## src/hdl/htfd_pkg.sv

```systemverilog
// Types, constants and the CRC-8 byte update for the frame decoder.
// No dependencies.
package htfd_pkg;

   localparam logic [7:0]  CRC_POLY     = 8'h31;
   localparam logic [7:0]  CRC_INIT     = 8'hFF;
   localparam logic [14:0] TEMP_SCALE   = 15'd17500;
   localparam logic [15:0] TEMP_BIAS    = 16'd4500;
   localparam logic [13:0] HUM_SCALE    = 14'd10000;
   localparam logic [10:0] OFFSET_RESET = 11'd400;

   // Frame tracker view of the byte held in the input stage
   typedef struct packed {
      logic        last;       // byte completes a frame
      logic        fail;       // either CRC mismatched
      logic [15:0] temp_word;
      logic [15:0] hum_word;
   } frame_info_type;

   // CRC-8, MSB first, no reflection, no final xor
   function automatic logic [7:0] crc8_byte(input logic [7:0] crc, input logic [7:0] data);
      logic [7:0] c;
      c = crc ^ data;
      for (int i = 0; i < 8; i++) begin
         if (c[7]) begin
            c = {c[6:0], 1'b0} ^ CRC_POLY;
         end else begin
            c = {c[6:0], 1'b0};
         end
      end
      return c;
   endfunction

endpackage

```

## src/hdl/htfd_frame.sv

```systemverilog
// Byte position tracking, running CRC and word capture for the frame decoder.
// Depends on htfd_pkg.
module htfd_frame import htfd_pkg::*; (
   input  logic           clock,
   input  logic           reset,
   input  logic           take,        // item in the input stage is consumed
   input  logic [7:0]     rx_byte,
   input  logic           frame_start,
   output frame_info_type info
);

   typedef enum logic [2:0] {
      POS_T_MSB = 3'd0,
      POS_T_LSB = 3'd1,
      POS_T_CRC = 3'd2,
      POS_H_MSB = 3'd3,
      POS_H_LSB = 3'd4,
      POS_H_CRC = 3'd5
   } pos_type;

   logic [2:0]  pos_ff, pos_in;
   logic [7:0]  crc_ff, crc_in;
   logic        failed_ff, failed_in;
   logic [15:0] temp_word_ff, temp_word_in;
   logic [7:0]  hum_hi_ff, hum_hi_in;
   logic [7:0]  hum_lo_ff, hum_lo_in;

   pos_type    pos_eff;
   logic [7:0] crc_base;
   logic       fail_base;
   logic [7:0] crc_next;

   // Frame start restarts the count; unused positions count as the first byte
   always_comb begin
      if (frame_start) begin
         pos_eff = POS_T_MSB;
      end else begin
         unique case (pos_ff)
            POS_T_MSB: pos_eff = POS_T_MSB;
            POS_T_LSB: pos_eff = POS_T_LSB;
            POS_T_CRC: pos_eff = POS_T_CRC;
            POS_H_MSB: pos_eff = POS_H_MSB;
            POS_H_LSB: pos_eff = POS_H_LSB;
            POS_H_CRC: pos_eff = POS_H_CRC;
            default:   pos_eff = POS_T_MSB;
         endcase
      end
      crc_base  = frame_start ? CRC_INIT : crc_ff;
      fail_base = frame_start ? 1'b0 : failed_ff;
      crc_next  = crc8_byte(crc_base, rx_byte);
   end

   // Per-position state update
   always_comb begin
      pos_in       = pos_eff + 3'd1;
      crc_in       = crc_base;
      failed_in    = fail_base;
      temp_word_in = temp_word_ff;
      hum_hi_in    = hum_hi_ff;
      hum_lo_in    = hum_lo_ff;
      unique case (pos_eff)
         POS_T_MSB: begin
            crc_in       = crc_next;
            temp_word_in = {rx_byte, temp_word_ff[7:0]};
         end
         POS_T_LSB: begin
            crc_in       = crc_next;
            temp_word_in = {temp_word_ff[15:8], rx_byte};
         end
         POS_T_CRC: begin
            failed_in = fail_base | (crc_base != rx_byte);
            crc_in    = CRC_INIT;
         end
         POS_H_MSB: begin
            crc_in    = crc_next;
            hum_hi_in = rx_byte;
         end
         POS_H_LSB: begin
            crc_in    = crc_next;
            hum_lo_in = rx_byte;
         end
         POS_H_CRC: begin
            pos_in    = POS_T_MSB;
            crc_in    = CRC_INIT;
            failed_in = 1'b0;
         end
         default: begin
            pos_in = POS_T_MSB;
         end
      endcase
   end

   // Frame summary for the conversion stage
   always_comb begin
      info.last      = (pos_eff == POS_H_CRC);
      info.fail      = fail_base | (crc_base != rx_byte);
      info.temp_word = temp_word_ff;
      info.hum_word  = {hum_hi_ff, hum_lo_ff};
   end

   // Control state
   always_ff @(posedge clock) begin
      if (reset) begin
         pos_ff    <= POS_T_MSB;
         crc_ff    <= CRC_INIT;
         failed_ff <= 1'b0;
      end else if (take) begin
         pos_ff    <= pos_in;
         crc_ff    <= crc_in;
         failed_ff <= failed_in;
      end
   end

   // Captured words, cleared on reset as the frame registers
   always_ff @(posedge clock) begin
      if (reset) begin
         temp_word_ff <= '0;
         hum_hi_ff    <= '0;
         hum_lo_ff    <= '0;
      end else if (take) begin
         temp_word_ff <= temp_word_in;
         hum_hi_ff    <= hum_hi_in;
         hum_lo_ff    <= hum_lo_in;
      end
   end

endmodule

```

## src/hdl/htfd_convert.sv

```systemverilog
// Fixed-point conversion of the raw words to centi-degrees and centi-percent.
// Depends on htfd_pkg.
module htfd_convert import htfd_pkg::*; (
   input  frame_info_type     info,
   input  logic [10:0]        offset,
   output logic signed [14:0] temperature_centi,
   output logic [13:0]        humidity_centi,
   output logic               status
);

   logic [30:0]        temp_prod;
   logic [29:0]        hum_prod;
   logic signed [15:0] temp_full;

   // floor(scale * raw / 65536), then bias and self-heating offset
   always_comb begin
      temp_prod = 31'(TEMP_SCALE) * 31'(info.temp_word);
      hum_prod  = 30'(HUM_SCALE) * 30'(info.hum_word);
      temp_full = signed'({1'b0, temp_prod[30:16]}) - signed'(TEMP_BIAS)
                  - signed'({5'd0, offset});
      status    = info.fail;
      if (info.fail) begin
         temperature_centi = '0;
         humidity_centi    = '0;
      end else begin
         temperature_centi = temp_full[14:0];
         humidity_centi    = hum_prod[29:16];
      end
   end

endmodule

```

## src/hdl/humidity_temp_frame_decoder.sv

```systemverilog
// Top level of the temperature/humidity response frame decoder.
// Depends on htfd_pkg, htfd_frame and htfd_convert.
//
// Takes one response byte per item and returns one result after the sixth byte of a frame
// (temperature word, CRC, humidity word, CRC). Each byte is held in the input register;
// the frame tracker and the constant multiplies sit between that register and the
// result register, so one item is accepted in every cycle unless a held result stalls a
// closing byte, and a result is registered as its closing byte leaves the input register.
// Other bytes keep flowing. The self-heating offset is written through the csr port,
// which is always ready; it should change only while no frame is in flight.
module humidity_temp_frame_decoder import htfd_pkg::*; (
   input  logic               clock,
   input  logic               reset,
   input  logic               req_valid,
   output logic               req_stall,
   input  logic [7:0]         req_rx_byte,
   input  logic               req_frame_start,
   output logic               rsp_valid,
   input  logic               rsp_stall,
   output logic signed [14:0] rsp_temperature_centi,
   output logic [13:0]        rsp_humidity_centi,
   output logic               rsp_status,
   input  logic               csr_valid,
   output logic               csr_ready,
   input  logic [10:0]        csr_self_heat_offset
);

   logic               in_valid_ff, in_valid_in;
   logic [7:0]         in_byte_ff;
   logic               in_start_ff;
   logic               out_valid_ff, out_valid_in;
   logic signed [14:0] out_temp_ff, out_temp_in;
   logic [13:0]        out_hum_ff, out_hum_in;
   logic               out_status_ff, out_status_in;
   logic [10:0]        offset_ff;
   logic               out_free, consume, req_take;
   frame_info_type     info;

   htfd_frame u_frame (
      .clock       (clock),
      .reset       (reset),
      .take        (consume),
      .rx_byte     (in_byte_ff),
      .frame_start (in_start_ff),
      .info        (info)
   );

   htfd_convert u_convert (
      .info              (info),
      .offset            (offset_ff),
      .temperature_centi (out_temp_in),
      .humidity_centi    (out_hum_in),
      .status            (out_status_in)
   );

   // Flow control: only a closing byte needs a free result slot
   always_comb begin
      out_free     = !out_valid_ff || !rsp_stall;
      consume      = in_valid_ff && (!info.last || out_free);
      req_stall    = in_valid_ff && !consume;
      req_take     = req_valid && !req_stall;
      in_valid_in  = req_take || (in_valid_ff && !consume);
      out_valid_in = (consume && info.last) || (out_valid_ff && rsp_stall);
   end

   // Control registers
   always_ff @(posedge clock) begin
      if (reset) begin
         in_valid_ff  <= 1'b0;
         out_valid_ff <= 1'b0;
         offset_ff    <= OFFSET_RESET;
      end else begin
         in_valid_ff  <= in_valid_in;
         out_valid_ff <= out_valid_in;
         if (csr_valid) begin
            offset_ff <= csr_self_heat_offset;
         end
      end
   end

   // Input item register
   always_ff @(posedge clock) begin
      if (req_take) begin
         in_byte_ff  <= req_rx_byte;
         in_start_ff <= req_frame_start;
      end
   end

   // Result register
   always_ff @(posedge clock) begin
      if (consume && info.last) begin
         out_temp_ff   <= out_temp_in;
         out_hum_ff    <= out_hum_in;
         out_status_ff <= out_status_in;
      end
   end

   assign csr_ready             = 1'b1;
   assign rsp_valid             = out_valid_ff;
   assign rsp_temperature_centi = out_temp_ff;
   assign rsp_humidity_centi    = out_hum_ff;
   assign rsp_status            = out_status_ff;

endmodule

```

## config.mk

```make
export PLATFORM = sky130hd
export DESIGN_NAME = humidity_temp_frame_decoder
export DESIGN_NICKNAME = d
export VERILOG_FILES = /design/src/hdl/htfd_pkg.sv /design/src/hdl/htfd_frame.sv /design/src/hdl/htfd_convert.sv /design/src/hdl/humidity_temp_frame_decoder.sv
export SDC_FILE = /design/constraint.sdc
export NUM_CORES = 1
export LEC_CHECK = 0
export BUFFER_PORTS_ARGS = -buffer_cell sky130_fd_sc_hd__buf_2
export CORE_ASPECT_RATIO = 0.6
export CORE_UTILIZATION = 35
export CTS_BUF_LIST = sky130_fd_sc_hd__clkbuf_4 sky130_fd_sc_hd__clkbuf_8
export DETAILED_ROUTE_END_ITERATION = 10
export GPL_TIMING_DRIVEN = 1
export HOLD_SLACK_MARGIN = 0.1
export PLACE_DENSITY = 0.58
export SLEW_MARGIN = 5
export SYNTH_ARGS = -nofsm -noshare
export SYNTH_HDL_FRONTEND = slang
export SYNTH_SLANG_ARGS = --single-unit
```

## constraint.sdc

```tcl
create_clock -name clock -period 6 [get_ports clock]
set_input_delay 0.9 -clock clock [delete_from_list [all_inputs] [get_ports clock]]
set_output_delay 0.9 -clock clock [all_outputs]
set_load 0.005 [all_outputs]
```

==> summary.txt, run 1 <==
Status
  – Status: finished with violations
  – Failing checks: setup timing

Routing
  – Initial DRT Pass Iterations: 5
  – Drt via density: approximately 4.7
  – Remaining antenna violation count: 0
  – DRC violations left: 0
  – Via count: between 7000 and 8000
  – Post-Route WL: approximately 22000 um
  – WL per Instance: 14.89 um
  – Initial DRC Count: about 310

Floorplanning
  – Die Span Y: between 100 and 150 um
  – Starting density of the core: between 30 and 40%
  – Core area: between 20000 and 30000 sq um
  – Die ar.: around 28000 sq um
  – Ports: slightly below 60
  – Die X: 217.2 um
  – Row count: 46

Logic synthesis
  – Synth unique cells: between 60 and 70
  – Cell count after synthesis: about 1000
  – EDFF count, synth: 39
  – Synthesized cell area: a little under 10000 sq um
  – Ys flop type: dfxtp_1
  – Synthesis-stage register bit count: 96
  – Synth warnings: 0
  – Mean post-synth cell area: 9.641 sq um
  – Register area share after synthesis: about a quarter
  – Asr flop ratio synth: 0%
  – Post-synthesis net count: about 1300

STA
  – RSZ-0062 raised after global routing: true
  – F_max: 157.5 MHz
  – Tmin final: between 6000 and 7000 ps
  – Clk_skew: 11.61 ps
  – Fin. max-slew vios: 0
  – Final Hold Fails: 0
  – Worst setup margin: -351.2 ps
  – Slew HR: roughly a third
  – Final Cycle Share: 105.9%
  – Worst Tran Pin Value: slightly below 1000 ps
  – Final setup viols: 3

Setup path
  – Arrival time at the worst endpoint: between 6000 and 7000 ps
  – Worst setup path class: flip-flop to flip-flop
  – Reg-to-Reg End: rsp_temperature_centi[14]$_SDFFCE_PN0P_
  – Required @ worst endpoint: 6240 ps
  – Crit path from: u_frame.temp_word_ff[9]$_SDFFE_PP0P_
  – Critical Path Fanout Max: 3
  – Worst Reg-to-Reg Cells: 23
  – Critical path endpoint category: flip-flop
  – R2R Setup Slk: -350 ps
  – Critical Path Max Stage Delay: 530 ps
  – Cell Chain, Critical Path: ha_4 -> fa_1 -> ha_4 -> fa_1 -> fa_1 -> ha_4 -> a211o_1 -> or2_4 -> o21a_4 -> a211o_1 -> a21oi_2 -> xor2_1 -> ha_1 -> inv_2 -> ha_4 -> a21oi_4 -> o211ai_1 -> a221oi_2 -> a21oi_2 -> and2_4 -> or3_1 -> mux2_4 -> a31oi_1
  – Setup crit end: rsp_temperature_centi[14]$_SDFFCE_PN0P_
  – CP max-delay cell: fa_1
  – RR Startpoint: u_frame.temp_word_ff[9]$_SDFFE_PP0P_
  – Critical Path Start Type: flip-flop
  – Critical path's most frequent cell: ha_4

CTS
  – Clock Sinks: 96
  – Clk buf depth: 2
  – Clock-pin transition on the worst setup and hold timing paths: around 100 ps
  – CTS Buf Count: 9
  – H-Tree Depth: 3
  – Clk_lat worst skew: between 400 and 500 ps
  – # hold bufs at CTS: 0
  – Root Driver: clkbuf_8
  – TritonCTS clock tree: built

Global routing
  – Total GRT Usage: 16.74%
  – Vias in the first global route: 7085
  – Pin count of the biggest net entering global routing: 47
  – First-pass GRT wire length: about 37000 um
  – Initial antenna violation count: 0
  – Overflow after GRT: 0

Flow run
  – Max-cap violations: 0

Power and ir drop
  – Flop pwr share: 40.4%
  – Pwr Density: about 160 nW/um^2
  – Sw Pwr: between 0.5 and 0.6 mW
  – Final Power: between 1.5 and 2 mW
  – Peak supply drop: between 0.0001 and 0.00015 V
  – Sw Share: about a third
  – P_int: approximately 1.2 mW
  – Clock power share: 27.0%
  – Leak Pwr: roughly 6.1 nW
  – Comb pwr share: between 30% and 40%

Place
  – Port Buffers: 56
  – Post-place instance area: between 10000 and 15000 sq um
  – Placer Congestion: approximately 0.83
  – Post-DP HPWL: around 18000 um

Layout
  – Antenna Cells: 0
  – Fin nets: around 1400
  – Area grow syn2layout: 16.55%
  – Post-route cell area: 11340 sq um
  – Layout cells sized above 1: between 10% and 20%

Min path
  – Hold WC Path Type: flip-flop to flip-flop
[cell type report]
type	count	area, sq um
Inverter	197	739.5
Clock buffer	10	131.4
Fill cell	2630	15540
Multi-Input combinational cell	692	6809
Clock inverter	6	83.83
Tap cell	360	450.4
Timing Repair Buffer	125	798.3
Sequential cell	96	2326
[state kept, by name, summed over array words and instances, names as in the netlist, 3 cells and up]
name and count:
u_frame.temp_word_ff 16, rsp_temperature_centi 15, rsp_humidity_centi 14, offset_ff 11, in_byte_ff 8, u_frame.crc_ff 8
u_frame.hum_hi_ff 8, u_frame.hum_lo_ff 8, u_frame.pos_ff 3
[worst max-delay path, delay by kind of cell, from the launching register on]
family / cells / cell delay (ps)
flip-flops: 1 / 370
AO/OA/AOI/OAI: 9 / 1910
adder cells (fa/ha/maj): 8 / 2640
AND/OR/NAND/NOR: 3 / 730
buffers and inverters: 1 / 90
XOR/XNOR: 1 / 170
multiplexers: 1 / 260
[worst min path at each step]
stage                                         startpoint                             end  slack, ps  depth (start not counted)
final                     u_frame.failed_ff$_SDFFE_PP0P_  u_frame.failed_ff$_SDFFE_PP0P_        490                          2
after global routing           offset_ff[8]$_SDFFE_PP1P_       offset_ff[8]$_SDFFE_PP1P_        530                          2
after CTS                 u_frame.failed_ff$_SDFFE_PP0P_  u_frame.failed_ff$_SDFFE_PP0P_        490                          2
after detailed placement  u_frame.failed_ff$_SDFFE_PP0P_  u_frame.failed_ff$_SDFFE_PP0P_        470                          2
after global placement    u_frame.failed_ff$_SDFFE_PP0P_  u_frame.failed_ff$_SDFFE_PP0P_        470                          2
after floorplan           u_frame.failed_ff$_SDFFE_PP0P_  u_frame.failed_ff$_SDFFE_PP0P_        450                          2
[cell usage in the layout, fill, tap and decap left out, drive strengths merged, types with 25 or more instances in the layout]
master / instances
nor2: 87
nand2: 43
ha: 191
edfxtp: 39
xnor2: 32
a21oi: 45
dfxtp: 57
xor2: 25
mux2i: 32
inv: 197
buf: 125
fa: 79
[what timing repair did]
item	CTS	global route
gates cloned	0	0
pin swaps	8	11
setup buffers	3	1
setup endpoints to repair	4	8
gates resized for setup	9	5
[routing by layer]
layer	track usage [%]	share of wire (%)	up-vias
li1	-	-	3556
met1	26.04	56	3401
met2	23.78	40	83
met3	2.917	3.3	14
met4	3.286	0.72	0
met5	0	0	-
[cells by family after synthesis]
logic type               Yosys count  synth area share [%]
multiplexers                      34                 3.524
XOR/XNOR                          57                 5.132
buffers and inverters            221                 8.643
adder cells (fa/ha/maj)          270                 40.82
AND/OR/NAND/NOR                  209                 9.929
AO/OA/AOI/OAI                    121                 8.141
other                              1               0.03855
flip-flops                        96                 23.77
[synthesized netlist by cell type (all sizes together), types with 4 or more instances]
cell type | number | area, sq um
edfxtp | 39 | 1171
nor2 | 87 | 326.6
nor3 | 23 | 115.1
nand4 | 6 | 43.79
and2 | 4 | 27.53
nor2b | 4 | 25.02
ha | 191 | 2390
a31oi | 4 | 25.02
nand2b | 4 | 25.02
inv | 196 | 735.7
dfxtp | 57 | 1141
a211oi | 7 | 57.55
o21ai | 18 | 90.08
clkbuf | 20 | 75.07
o211ai | 4 | 30.03
nand2 | 43 | 161.4
fa | 79 | 1582
nand3 | 19 | 95.09
xor2 | 25 | 219.0
a21oi | 45 | 236.5
xnor2 | 32 | 280.3
a21o | 11 | 82.58
o21a | 7 | 53.80
mux2i | 32 | 320.3
o22ai | 11 | 68.82
or2 | 4 | 27.53
buf | 4 | 26.28
[power by group through the flow]
stage,clock (mW),combinational [mW],sequential [mW]
finish,0.492,0.595,0.736
global route,0.540,0.672,0.739
CTS,0.514,0.590,0.736
detailed placement,0,0.565,0.750
global placement,0,0.557,0.750
floorplan,0,0.415,0.729
[metrics by stage]
step	hold WS [ps]	utilization, %	instances	setup TNS, ps	worst slack, ps
global route	527.6	42.18	1486	-2027	-571.9
global placement	465.5	41.03	1466	-668.2	-264.2
CTS	488.1	42.09	1485	-760.4	-341.8
detailed placement	468.4	41.03	1466	-947.6	-375.4
finish	493.8	42.18	1486	-704.5	-351.2
floorplan	449.8	-	1009	0	9.682
(Power assumes the default switching activity.)
==> inputs of run 2 (changes only) <==
--- a/config.mk
+++ b/config.mk
@@ -6,7 +6,8 @@
 export NUM_CORES = 1
 export LEC_CHECK = 0
 export BUFFER_PORTS_ARGS = -buffer_cell sky130_fd_sc_hd__buf_2
-export CORE_ASPECT_RATIO = 0.6
+export CORE_ASPECT_RATIO = 0.75
+export CORE_MARGIN = 2
 export CORE_UTILIZATION = 35
 export CTS_BUF_LIST = sky130_fd_sc_hd__clkbuf_4 sky130_fd_sc_hd__clkbuf_8
 export DETAILED_ROUTE_END_ITERATION = 10
==> run 2 against run 1 <==
  * Sequential cell count unchanged
  * Clock skew increased by 5.2 ps
  * Largest power group unchanged
  * The flow still finishes with violations (setup timing)
  * Die area is 2.4% higher
  * Combinational power grew 4.7%
  * Largest cell class unchanged
==> summary.txt, run 2 (same netlist as run 1, synthesis figures left out) <==
CTS
  – Clk_lat worst skew: 400 ps
  – Clock-pin transition on the worst setup and hold timing paths: roughly 100 ps
  – TritonCTS clock tree: built
  – Clk buf depth: 2
  – Clock Sinks: 96
  – CTS Buf Count: 9
  – H-Tree Depth: 3
  – # hold bufs at CTS: 0
  – Root Driver: clkbuf_8

Layout
  – Antenna Cells: 0
  – Area occupied by multi-input gates: between 6000 and 7000 sq um
  – Max FFs per register: 16
  – Layout cells sized above 1: between 10% and 20%
  – Number of fill cells in the layout: 2607
  – Most common cell after layout, fill and taps aside: inv_1
  – Fin nets: ~1400
  – Area grow syn2layout: 17.07%
  – Post-route cell area: 11390 sq um
  – FF+latch area: 2330 sq um
  – Final non-filler cell total: ~1500
  – Register name with the most flops: u_frame.temp_word_ff
  – Most frequent cells in the layout: 190 x inv_1, 174 x ha_1, 86 x nor2_1

Floorplanning
  – Ports: 58
  – Die Span Y: 148.4 um
  – Die ar.: 29160 sq um
  – Row count: 52
  – Core area: 27130 sq um
  – Starting density of the core: between 30% and 40%
  – Die X: between 150 and 200 um

Place
  – Placed Cells: between 1000 and 1500
  – Post-place instance area: around 11000 sq um
  – Port Buffers: 56
  – Placer Congestion: between 0.8 and 0.9
  – Post-DP HPWL: 17070 um

STA
  – Final Cycle Share: 103.8%
  – Slew HR: 36.61%
  – Setup TNS: -482.6 ps
  – Final setup viols: 3
  – F_max: 160.6 MHz
  – Tmin final: between 6000 and 7000 ps
  – Worst setup margin: -227.9 ps
  – RSZ-0062 raised after global routing: true
  – WHS: about 510 ps
  – Fin. max-slew vios: 0
  – Clk_skew: around 17 ps
  – Worst Tran Pin Value: 948.7 ps
  – Final Hold Fails: 0

Setup path
  – Critical Path Max Stage Delay: around 550 ps
  – Critical Path Fanout Max: 4
  – Critical path endpoint category: flip-flop
  – Arrival time at the worst endpoint: between 6000 and 7000 ps
  – Critical path's most frequent cell: ha_4
  – Critical Path Start Type: flip-flop
  – Cell Chain, Critical Path: ha_4 -> fa_1 -> ha_4 -> fa_1 -> fa_1 -> ha_4 -> a211o_1 -> or2_4 -> o21a_4 -> a211o_1 -> a21oi_2 -> xor2_1 -> ha_1 -> inv_2 -> ha_4 -> a21oi_4 -> o211ai_1 -> a221oi_2 -> a21oi_2 -> and2_4 -> or3_1 -> mux2_2 -> a31oi_1
  – Worst setup path class: flip-flop to flip-flop
  – Required @ worst endpoint: around 6200 ps
  – CP max-delay cell: fa_1
  – R2R Setup Slk: -230 ps

Global routing
  – Overflow after GRT: 0
  – First-pass GRT wire length: approximately 35000 um
  – Pin count of the biggest net entering global routing: 47
  – Total GRT Usage: 15.11%
  – Initial antenna violation count: 0
  – Vias in the first global route: 6682

Power and ir drop
  – Leak Pwr: just over 6 nW
  – Pwr Density: about 160 nW/um^2
  – Peak supply drop: 0.0001539 V
  – Final Power: ~1.8 mW

Status
  – Failing checks: setup timing
  – Status: finished with violations

Routing
  – Via count: a little under 7000
  – DRC violations left: 0
  – Drt via density: 4.682
  – Initial DRC Count: between 200 and 300
  – Initial DRT Pass Iterations: 4
  – WL per Instance: about 14 um
  – Post-Route WL: 20930 um
  – Remaining antenna violation count: 0

Min path
  – Hold WC Path Type: flip-flop to flip-flop

Flow run
  – Max-cap violations: 0
run 2: repair_timing:
item                       CTS  global route
hold endpoints to repair     0             0
pin swaps                   24            35
resized for setup           12            26
setup buffers                5             3
setup endpoints to repair    3             9
run 2: worst max-delay path: cells and delay by family, from the launching register on:
kind / cells / cell delay, ps
AOI/OAI and AO/OA: 9 / 1800
DFF: 1 / 380
buffers and inverters: 1 / 100
adders and majority gates: 8 / 2650
xor gates and xnor gates: 1 / 160
and+or+nand+nor: 3 / 720
muxes: 1 / 260
run 2: area by class of cell:
| type | instances | share of cell area, % |
|---|---|---|
| timing repair buffer | 124 | 6.977 |
| multi-input combinational | 692 | 60.59 |
| sequential | 96 | 20.46 |
| clock inverter | 7 | 0.5383 |
| clock buffer | 9 | 1.088 |
| tap | 351 | 3.856 |
| inverter | 197 | 6.493 |
run 2: power by group:
| part | internal, mW | leakage (nW) | switching [mW] | total [mW] |
|---|---|---|---|---|
| Combinational | 0.311 | 5.17 | 0.312 | 0.623 |
| Sequential | 0.697 | 0.826 | 0.0368 | 0.734 |
| Clock | 0.160 | 0.0940 | 0.266 | 0.425 |
| Total | 1.17 | 6.09 | 0.614 | 1.78 |
run 2: worst paths after layout:
path,from,to,cells past startpoint
max,u_frame.temp_word_ff[8]$_SDFFE_PP0P_,rsp_temperature_centi[14]$_SDFFCE_PN0P_,23
min,u_frame.failed_ff$_SDFFE_PP0P_,u_frame.failed_ff$_SDFFE_PP0P_,2
max reg2reg,u_frame.temp_word_ff[8]$_SDFFE_PP0P_,rsp_temperature_centi[14]$_SDFFCE_PN0P_,23
min reg2reg,u_frame.failed_ff$_SDFFE_PP0P_,u_frame.failed_ff$_SDFFE_PP0P_,2
run 2: stage by stage:
stage / utilization (%) / setup slack, ps
2_1_floorplan: - / 9.682
3_3_place_gp: 40.52 / -243.4
3_5_place_dp: 40.52 / -272.1
4_1_cts: 41.57 / -278.8
5_1_grt: 41.98 / -542.7
6_report: 41.98 / -227.9
run 2: layer usage:
metal | vias to the layer above | wire length (um) | share of wire, % | track usage, %
met5 | - | 0 | 0 | 0
met1 | 3263 | 11110 | 53 | 22.63
met2 | 87 | 8817 | 42 | 22.98
li1 | 3556 | - | - | -
met4 | 0 | 72 | 0.34 | 2.273
met3 | 5 | 925 | 4.4 | 2.834
==> inputs of run 3 (changes only) <==
--- a/config.mk
+++ b/config.mk
@@ -13,7 +13,7 @@
 export DETAILED_ROUTE_END_ITERATION = 10
 export GPL_TIMING_DRIVEN = 1
 export HOLD_SLACK_MARGIN = 0.1
-export PLACE_DENSITY = 0.58
+export PLACE_DENSITY = 0.56
 export SLEW_MARGIN = 5
 export SYNTH_ARGS = -nofsm -noshare
 export SYNTH_HDL_FRONTEND = slang
==> constraint.sdc (replaced) <==
create_clock -name clock -period 5.95 [get_ports clock]
set_input_delay 0.8925 -clock clock [delete_from_list [all_inputs] [get_ports clock]]
set_output_delay 0.8925 -clock clock [all_outputs]
set_load 0.005 [all_outputs]
==> run 3 against run 2 <==
  * The flow still finishes with violations (setup timing)
  * Power grew 2.8%
  * Largest power group unchanged
  * Worst hold slack lost 16 ps
  * Sequential share of layout area shrank 0.069 points
  * Sequential cell count is the same
  * Largest cell class unchanged
  * Critical path type unchanged
==> summary.txt, run 3 (same netlist as run 1, synthesis figures left out) <==
Power and ir drop
  – Sw Pwr: around 0.59 mW
  – Clock power share: between 20% and 30%
  – Peak supply drop: between 0.0001 and 0.00015 V
  – Pwr Density: approximately 160 nW/um^2
  – Flop pwr share: ~41%
  – P_int: 1.239 mW
  – Leak Pwr: between 6 and 7 nW
  – Comb pwr share: about a third
  – Sw Share: roughly 32%

Layout
  – Most frequent cells in the layout: 193 x inv_1, 177 x ha_1, 86 x nor2_1
  – Finished Core Util: a little over two fifths
  – Layout cells sized above 1: a little under a fifth
  – Most common cell after layout, fill and taps aside: inv_1
  – Register name with the most flops: u_frame.temp_word_ff
  – Area grow syn2layout: 17.40%
  – Final non-filler cell total: approximately 1500
  – Number of fill cells in the layout: 2672
  – Fin nets: between 1000 and 1500
  – Max FFs per register: 16
  – Antenna Cells: 0

STA
  – Final setup viols: 4
  – Fin. max-slew vios: 0
  – Worst setup margin: -268.1 ps
  – Setup TNS: -843.9 ps
  – WHS: slightly below 500 ps
  – Tmin final: 6218 ps
  – Clk_skew: between 15 and 20 ps
  – Final Cycle Share: 104.5%
  – Slew HR: 30.61%
  – RSZ-0062 raised after global routing: true
  – F_max: 160.8 MHz
  – Final Hold Fails: 0
  – Worst Tran Pin Value: slightly above 1000 ps

Global routing
  – Initial antenna violation count: 0
  – Overflow after GRT: 0
  – First-pass GRT wire length: roughly 36000 um
  – Total GRT Usage: approximately 16%
  – Pin count of the biggest net entering global routing: 47
  – Vias in the first global route: between 6000 and 7000

CTS
  – H-Tree Depth: 3
  – Clock Sinks: 96
  – CTS Buf Count: 9
  – Clk buf depth: 2
  – TritonCTS clock tree: built
  – Clk_lat worst skew: roughly 390 ps
  – # hold bufs at CTS: 0
  – Root Driver: clkbuf_8
  – Clock-pin transition on the worst setup and hold timing paths: roughly 100 ps

Place
  – DP Worst Slack: -390.3 ps
  – Post-DP HPWL: between 15000 and 20000 um
  – Port Buffers: 56
  – Placed Cells: 1460
  – Placer Congestion: just over 0.8

Setup path
  – Required @ worst endpoint: 6140 ps
  – Arrival time at the worst endpoint: 6410 ps
  – Worst setup path class: flip-flop to flip-flop
  – Critical path endpoint category: flip-flop
  – Critical Path Start Type: flip-flop
  – Critical Path Fanout Max: 3

Status
  – Status: finished with violations
  – Failing checks: setup timing

Routing
  – Initial DRC Count: 251
  – Post-Route WL: 21580 um
  – Via count: 6937
  – Remaining antenna violation count: 0
  – Initial DRT Pass Iterations: 5
  – Drt via density: between 4 and 5
  – DRC violations left: 0
  – WL per Instance: 14.53 um

Floorplanning
  – Die Span Y: 148.4 um
  – Core area: 27130 sq um
  – Ports: 58
  – Die X: 196.5 um
  – Starting density of the core: between 30% and 40%
  – Row count: between 50 and 60
  – Die ar.: between 20000 and 30000 sq um

Min path
  – Hold WC Path Type: flip-flop to flip-flop

Flow run
  – Max-cap violations: 0
run 3: cell count changes in the layout (fill, tap and decap cells not counted), sizes merged:
cell    change
buf         +9
clkbuf      +4
clkinv      -1
bufinv      +1
inv         -4
run 3: critical path: stages (launching register included):
cell,delay [ps]
dfxtp_4,370
ha_4,240
fa_1,540
ha_4,210
fa_1,450
fa_1,540
ha_4,210
a211o_1,270
or2_4,260
o21a_4,210
a211o_1,290
buf_4,150
xor2_1,130
ha_1,280
ha_2,180
buf_4,130
a21oi_2,140
o211ai_1,150
a221oi_2,340
a21oi_2,110
and2_4,150
or3_1,290
mux2_2,270
a31oi_1,130
run 3: per-layer routing:
| layer | part of all wire, % | vias up | GRT usage, % |
|---|---|---|---|
| li1 | - | 3576 | - |
| met1 | 56 | 3284 | 24.08 |
| met2 | 41 | 69 | 23.49 |
| met3 | 2.7 | 8 | 2.857 |
| met4 | 0.52 | 0 | 2.159 |
| met5 | 0 | - | 0 |
run 3: per-stage QoR:
stage	cell area (sq um)	power, mW
after floorplan	9920	1.158
after global placement	11060	1.345
after detailed placement	11060	1.350
after CTS	11370	1.851
after global routing	11420	1.962
final	11420	1.831
run 3: layout make-up:
cell class | instances | area (sq um) | share of cell area [%]
Clock buffer | 13 | 160.2 | 1.402
Tap cell | 351 | 439.2 | 3.845
Multi-Input combinational cell | 692 | 6849 | 59.97
Sequential cell | 96 | 2328 | 20.39
Inverter | 197 | 739.5 | 6.475
Timing Repair Buffer | 133 | 862.1 | 7.548
Clock inverter | 3 | 42.54 | 0.3725
run 3: what timing repair did:
action                     4_1_cts  5_1_grt
resized for setup               11       11
setup endpoints to repair        6       10
pin swaps                       21       14
buffers inserted                 7        2
run 3: power by group through the flow:
| stage | sequential, mW | clock, mW | combinational, mW |
|---|---|---|---|
| after floorplan | 0.735 | 0 | 0.423 |
| after global placement | 0.755 | 0 | 0.590 |
| after detailed placement | 0.756 | 0 | 0.594 |
| after CTS | 0.741 | 0.477 | 0.632 |
| after global routing | 0.745 | 0.502 | 0.715 |
| final | 0.741 | 0.456 | 0.634 |
run 3: path summary, 6_finish.rpt:
kind,endpoint,cells past startpoint,slack (ps),startpoint
hold reg to reg,u_frame.failed_ff$_SDFFE_PP0P_,2,490,u_frame.failed_ff$_SDFFE_PP0P_
setup / recovery,rsp_temperature_centi[14]$_SDFFCE_PN0P_,23,-270,u_frame.temp_word_ff[9]$_SDFFE_PP0P_
setup reg to reg,rsp_temperature_centi[14]$_SDFFCE_PN0P_,23,-270,u_frame.temp_word_ff[9]$_SDFFE_PP0P_
hold / removal,u_frame.failed_ff$_SDFFE_PP0P_,2,490,u_frame.failed_ff$_SDFFE_PP0P_
